**src/design/lbs_pkg.sv**
```systemverilog
// Shared constants, types and command encoding for the two-bone skinning block.
// No dependencies; every other file of the block but lbs_ram imports this package.
`timescale 1ns / 1ps
`default_nettype none

package lbs_pkg;

  // Palette geometry. Each bone holds a 3x4 row-major affine matrix.
  localparam int NUM_BONES      = 16;
  localparam int BONE_AW        = (NUM_BONES > 1) ? $clog2(NUM_BONES) : 1;
  localparam int ELEMS_PER_BONE = 12;
  localparam int MAT_ROWS       = 3;
  localparam int MAT_COLS       = 4;
  localparam int LIN_COLS       = MAT_COLS - 1;

  // Field widths of the channels.
  localparam int BONE_W   = 4;
  localparam int SLOT_W   = 4;
  localparam int WEIGHT_W = 17;
  localparam int COORD_W  = 32;
  localparam int FRAC_W   = 16;

  localparam logic [WEIGHT_W-1:0] ONE_Q16 = WEIGHT_W'(65536);

  // Command queue between the front and back ends.
  localparam int QUEUE_DEPTH = 4;
  localparam int QUEUE_AW    = $clog2(QUEUE_DEPTH);
  localparam int QUEUE_CW    = $clog2(QUEUE_DEPTH + 1);

  // Datapath widths, each just wide enough for its worst-case value.
  localparam int PROD_W  = 2 * COORD_W;               // element times coordinate
  localparam int RSUM_W  = PROD_W + 1;                // sum of three products
  localparam int POS_W   = RSUM_W - FRAC_W + 1;       // transformed coordinate
  localparam int HI_W    = POS_W - FRAC_W;            // integer part of it
  localparam int HPROD_W = HI_W + WEIGHT_W + 1;       // weight times integer part
  localparam int LPROD_W = FRAC_W + WEIGHT_W;         // weight times fraction
  localparam int HSUM_W  = HPROD_W + 1;
  localparam int LSUM_W  = LPROD_W + 1;
  localparam int RES_W   = HSUM_W + 1;

  typedef enum logic {
    OP_WRITE = 1'b0,
    OP_SKIN  = 1'b1
  } op_e;

  typedef logic signed [COORD_W-1:0] coord_t;

  // One classified request as it waits in the queue.
  typedef struct packed {
    logic                is_skin;
    logic                wr_ok;
    logic [BONE_AW-1:0]  wr_bone;
    logic [SLOT_W-1:0]   wr_slot;
    coord_t              wr_value;
    logic [BONE_AW-1:0]  bone_a;
    logic [BONE_AW-1:0]  bone_b;
    logic                zero_a;
    logic                zero_b;
    logic [WEIGHT_W-1:0] mix_a;
    logic [WEIGHT_W-1:0] mix_b;
    coord_t              bind_x;
    coord_t              bind_y;
    coord_t              bind_z;
  } cmd_t;

  typedef struct packed {
    logic valid;
    cmd_t cmd;
  } cmd_req_t;

endpackage

`default_nettype wire

```
**src/design/lbs_queue.sv**
```systemverilog
// Short command queue that decouples the front end from the back end.
// Depends on lbs_pkg.
`timescale 1ns / 1ps
`default_nettype none

module lbs_queue import lbs_pkg::*; (
  input  logic     clk,
  input  logic     rst_n,
  input  cmd_req_t push_req,
  output logic     full,
  input  logic     pop,
  output cmd_req_t head
);

  cmd_t                entry_r [QUEUE_DEPTH];
  logic [QUEUE_AW-1:0] wr_ptr_r;
  logic [QUEUE_AW-1:0] wr_ptr_nxt;
  logic [QUEUE_AW-1:0] rd_ptr_r;
  logic [QUEUE_AW-1:0] rd_ptr_nxt;
  logic [QUEUE_CW-1:0] count_r;
  logic [QUEUE_CW-1:0] count_nxt;
  logic                push;

  function automatic logic [QUEUE_AW-1:0] ptr_inc(input logic [QUEUE_AW-1:0] p);
    ptr_inc = (p == QUEUE_AW'(QUEUE_DEPTH - 1)) ? '0 : p + 1'b1;
  endfunction

  assign full       = (count_r == QUEUE_CW'(QUEUE_DEPTH));
  assign push       = push_req.valid && !full;
  assign head.valid = (count_r != '0);
  assign head.cmd   = entry_r[rd_ptr_r];

  always_comb begin
    wr_ptr_nxt = push ? ptr_inc(wr_ptr_r) : wr_ptr_r;
    rd_ptr_nxt = pop ? ptr_inc(rd_ptr_r) : rd_ptr_r;
    unique case ({push, pop})
      2'b10:   count_nxt = count_r + 1'b1;
      2'b01:   count_nxt = count_r - 1'b1;
      default: count_nxt = count_r;
    endcase
  end

  always_ff @(posedge clk) begin
    if (!rst_n) begin
      wr_ptr_r <= '0;
      rd_ptr_r <= '0;
      count_r  <= '0;
    end else begin
      wr_ptr_r <= wr_ptr_nxt;
      rd_ptr_r <= rd_ptr_nxt;
      count_r  <= count_nxt;
    end
  end

  always_ff @(posedge clk) begin
    if (push) begin
      entry_r[wr_ptr_r] <= push_req.cmd;
    end
  end

  a_count_bound: assert property (@(posedge clk) disable iff (!rst_n)
    count_r <= QUEUE_CW'(QUEUE_DEPTH))
    else $error("queue count exceeds its depth");

  a_pop_needs_entry: assert property (@(posedge clk) disable iff (!rst_n)
    pop |-> head.valid)
    else $error("queue popped while empty");

endmodule

`default_nettype wire

```
**config.mk**
```make
export PLATFORM = sky130hd
export DESIGN_NAME = lbs_queue
export DESIGN_NICKNAME = d
export VERILOG_FILES = /design/src/design/lbs_pkg.sv /design/src/design/lbs_queue.sv
export SDC_FILE = /design/constraint.sdc
export NUM_CORES = 1
export LEC_CHECK = 0
export BUFFER_PORTS_ARGS = -buffer_cell sky130_fd_sc_hd__buf_2
export CAP_MARGIN = 20
export CORE_ASPECT_RATIO = 0.9
export CORE_MARGIN = 2
export CORE_UTILIZATION = 60
export CTS_CLUSTER_SIZE = 28
export DETAILED_ROUTE_END_ITERATION = 7
export GPL_TIMING_DRIVEN = 0
export PLACE_DENSITY_LB_ADDON = 0.12
export SLEW_MARGIN = 15
export SYNTH_ARGS = -nofsm -noshare
export SYNTH_HDL_FRONTEND = slang
export SYNTH_SLANG_ARGS = --single-unit
```
**constraint.sdc**
```tcl
create_clock -name clk -period 10.8 [get_ports clk]
set_clock_uncertainty 0.05 [all_clocks]
set_input_delay 1.62 -clock clk [delete_from_list [all_inputs] [get_ports clk]]
set_output_delay 1.62 -clock clk [all_outputs]
set_load 0.01 [all_outputs]
```
======== After elaboration in Yosys (flattened, before gate mapping) ========
Memory sizes are Yosys's and may differ from the RTL's. A register that Yosys moved wholly into a read port is not among the register bits.
Cells that the tools add are included.
word-level totals
  memories ................................ 1
  output and inout port bits .............. 184
  word-level logic and storage cells ...... 24
  bits in registers ....................... 7
  RAM bits ................................ 728
  bits of input ports ..................... 186
operators by class
  mux-type cells .......................... 7
  eq/ne operators ......................... 5
  reduce and logical (&&, ||, !) cells .... 4
  $add $sub $neg .......................... 4
memories
  name     words  width  rd ports  clocked after Yosys merged registers in  write ports  RTL line         source
  entry_r  4      182    1         1                                        1            lbs_queue.sv:15  cmd_t entry_r [QUEUE_DEPTH];
operators with widths
  cell                   number
  $mux W2                4
  $eq A2 B2 Y1 const B   3
  $pmux W3 S2            1
  $add A2 B1 Y2 const B  2
  $add A3 B1 Y3 const B  1
  $eq A3 B3 Y1 const B   1
  $reduce_bool A3 Y1     1
  $sub A3 B1 Y3 const B  1
  $eq A2 B1 Y1 const B   1
  $mux W1                2
  $reduce_bool A2 Y1     1
  $logic_and A1 B1 Y1    1
  $logic_not A1 Y1       1

======== Longest topological paths before layout ========
  word-level depth ........................ 5
  mapped depth ............................ 10

======== Worst setup path before layout ========
OpenSTA, ideal clock, no wires.
  kind .................................... input-to-reg
  start point ............................. input port push_req[182] in the netlist's numbering
  end point ............................... memory entry_r[0][0] in the netlist's numbering, enable pin
  data arrival time ....................... 6.152 ns
  setup slack ............................. 4.034 ns
  stages .................................. 3
  path buffers ............................ 1
  path through ............................ nor2b_1 clkbuf_1 and2_1
on the way
  cells in the longest elaborated chain, start to end .. 3
RTL lines
  item                           RTL line         source
  start, declared                lbs_queue.sv:9   input cmd_req_t push_req,
  $logic_and A1 B1 Y1            lbs_queue.sv:29  assign push = push_req.valid && !full;
  $mux W1                        lbs_queue.sv:56  if (push) begin
  $mux W1 (not written as such)  lbs_queue.sv:57  entry_r[wr_ptr_r] <= push_req.cmd;
  end, declared                  lbs_queue.sv:15
No other way between the ends.

==> summary.md <==
| Metric | Value |
|---|---|
| Share of cells above drive strength 1 | 46.27% |
| Crit-path cells | clkbuf_1 -> buf_2 -> mux4_2 -> buf_2 |
| Fillers | 2584 |
| CP dominant cell by count | buf_2 |
| Drt total wl | 52030 um |
| Count of final setup violators | 0 |
| Post-synthesis cell type count | 22 |
| #FFs+latches synth | 737 |
| Sequential fraction of design power | 53.1% |
| Worst skew pair latency | 590 ps |
| Status | completed |
| Leading register cell type out of synthesis | edfxtp_1 |
| Yosys top cell by area | edfxtp_1 |
| Hold path start | wr_ptr_r[1] |
| Gr busiest metal | met2 |
| GRT met2 Usage | 36.75% |
| VDD IR max | 0.0001571 V |
| Initial antenna violation count | 19 |
| GRT met3 Usage | 8.367% |
| Maximum fanout along the worst path | 10 |
| DR vias/cell | 5.684 |
| R2R depth | 8 |
| Pint | 4992 uW |
| IO Count | 370 |
| Clk slew on worst S/H paths | 60 ps |
| CTS H-tree lvls | 3 |
| Layout area overhead | 19.43% |
| Post-CTS Setup Repair Bufs | 0 |
| Comb power frac | 11.1% |
| First-pass GRT wire length | 76200 um |
| Pin count of the biggest net entering global routing | 46 |
| WP data required | 9130 ps |
| Num CTS Buffers | 70 |
| Post-DP HPWL | 33380 um |
| Avg Inst Size Synth | 26.71 sq um |
| Final setup margin | 6514 ps |
| CP Class | reg2out |
| CTS tree | done |
| Syn Nets | 1195 |
| Vias | 12061 |
| Worst Setup Start Kind | register |
| Post_cts resized | 0 |
| Fin crit share | 39.69% |
| Clock network power share | 35.8% |
| Setup Slack @ Placement | 6674 ps |
| Post-synth EDFFs | 728 |
| Top cells by count, synth | edfxtp_1, mux4_2, buf_6, buf_2, dfxtp_1 |
| R2R Setup Slk | 7940 ps |
| Drt initial violations | 854 |
| Max Freq | 233.3 MHz |
| Sink Count | 737 |
| Async set or reset register ratio after synthesis | 0% |
| Hold WC Path Type | reg2reg |
| Crit Reg-Reg Endpoint | entry_r[3][41] |
| R2R Path Start | count_r[0] |
| Hold Slack | 479.4 ps |
| CORE AREA | 44120 sq um |
| Worst slew pin tran | 976.1 ps |
| Root Driver | clkbuf_16 |
| Critical path endpoint category | output pin |
| Post-route ant nets | 0 |
| Grt met1 use | 29.72% |
| Register area share after synthesis | 82.35% |
| Fin. Hold Viols | 0 |
| Synth warn | 0 |
| Placer Congestion | 0.7566 |
| Worst hold stages | 2 |
| Final net count | 1652 |
| Top-count cell post-synth | edfxtp_1 |
| Total gr overflow | 0 |
| GRT Util Overall | 22.83% |
| NetSw | 1429 uW |
| Number of iterations in the first detailed-routing pass | 5 |
| Max_slew headroom | 34.93% |
| Rows | 73 |
| Die area | 46320 sq um |
| PortBufs | 368 |
| Switching part of the total | 22.25% |
| Synthesized area | 26760 sq um |
| Share of the synthesized area in the top cell type | 81.68% |
| Clk buf depth | 3 |
| # DRC | 0 |
| CP max stage delay | 730 ps |
| Max-cap viol count | 0 |
| Initial Utilization | 60.67% |
| RSZ-0062 raised after global routing | no |
| Top cells by area, synth | edfxtp_1, mux4_2, buf_6 |
| Synth Instances | 1002 |
| Tmin final | 4286 ps |
| Worst path arrival time | 2620 ps |
| Vias in the first global route | 12532 |
| Setup_tns | 0 ps |
| LEAKAGE | 0.01076 uW |
| Routed len/inst | 24.52 um |
| Die H | 204.4 um |
| Post-CTS Hold Buffers | 0 |
| Worst Hold End | wr_ptr_r[1] |
| Worst path slowest cell | clkbuf_1 |
| Max-slew violation count | 0 |
| Die width | 226.6 um |
| Pwr/cell area | 200.9 nW/um^2 |
power groups by stage:
stage	Combinational (uW)	Clock, uW	Sequential (uW)
3_3_place_gp	677	0	3540
2_1_floorplan	391	0	3500
3_5_place_dp	725	0	3470
5_1_grt	765	2450	3420
6_report	712	2300	3410
4_1_cts	728	2340	3410
worst max path at each step:
| stage | from | end |
|---|---|---|
| 2_1_floorplan | push_req[182] | entry_r[0][0] |
| 3_3_place_gp | push_req[182] | entry_r[0][60] |
| 3_5_place_dp | push_req[182] | entry_r[3][56] |
| 4_1_cts | register | head[105] |
| 5_1_grt | register | head[105] |
| 6_report | register | head[105] |
kinds of logic (layout without fill, tap and decap cells):
| logic type | after synthesis | in the layout | synth area share (%) |
|---|---|---|---|
| DFF | 737 | 737 | 82.35 |
| muxes | 185 | 185 | 15.43 |
| buffers and inverters | 48 | 559 | 1.309 |
| and+or+nand+nor | 19 | 19 | 0.3974 |
| adders and majority gates | 7 | 7 | 0.3553 |
| AOI/OAI and AO/OA | 4 | 4 | 0.09352 |
| xor gates and xnor gates | 2 | 2 | 0.06546 |
| other | 0 | 9 | 0 |
critical path, delay by kind of cell, from the launching register on:
family                 cells  cell delay (ps)
buffers and inverters      3             1340
DFF                        1              320
muxes                      1              350
routing by layer:
metal,wire [um],vias to the layer above,part of all wire [%]
met2,26290,385,51
met4,1202,20,2.3
met5,138,-,0.27
met1,19970,6275,38
li1,-,5279,-
met3,4434,102,8.5
final cells by class:
class	count	area, sq um	share of cell area [%]
antenna	9	22.52	0.07046
buffer	42	327.8	1.026
clock buffer	96	1943	6.079
clock inverter	30	209.0	0.6537
inverter	6	22.52	0.07046
multi-input combinational	217	4383	13.71
sequential	737	22040	68.96
tap	600	750.7	2.349
timing repair buffer	385	2265	7.085
metrics by stage:
| step | std cells | utilization, % | total power [uW] | cell area [sq um] |
|---|---|---|---|---|
| 2_1_floorplan | 1002 | - | 3888 | 26760 |
| 3_3_place_gp | 1970 | 66.54 | 4214 | 29360 |
| 3_5_place_dp | 1987 | 67.53 | 4197 | 29790 |
| 4_1_cts | 2113 | 72.40 | 6478 | 31940 |
| 5_1_grt | 2115 | 72.42 | 6643 | 31950 |
| 6_report | 2122 | 72.46 | 6421 | 31960 |
cells in the final DEF, fill, tap and decap left out, drive strengths merged:
cell type	n
buf	419
nand2	5
and2	6
ha	6
bufinv	2
xor2	1
clkinvlp	3
fa	1
or3	2
edfxtp	728
clkbuf	104
mux2i	3
o21ai	2
mux4	182
diode	9
a21boi	1
o21a	1
clkinv	21
dfxtp	9
nor2	1
nor2b	3
nor3b	2
inv	10
xnor2	1
flip-flops by register name (all words and copies together), names as in the netlist, named ones only:
signal / flops
wr_ptr_r: 2
entry_r: 728
rd_ptr_r: 2
count_r: 3
Power figures use the tool's default switching activity.
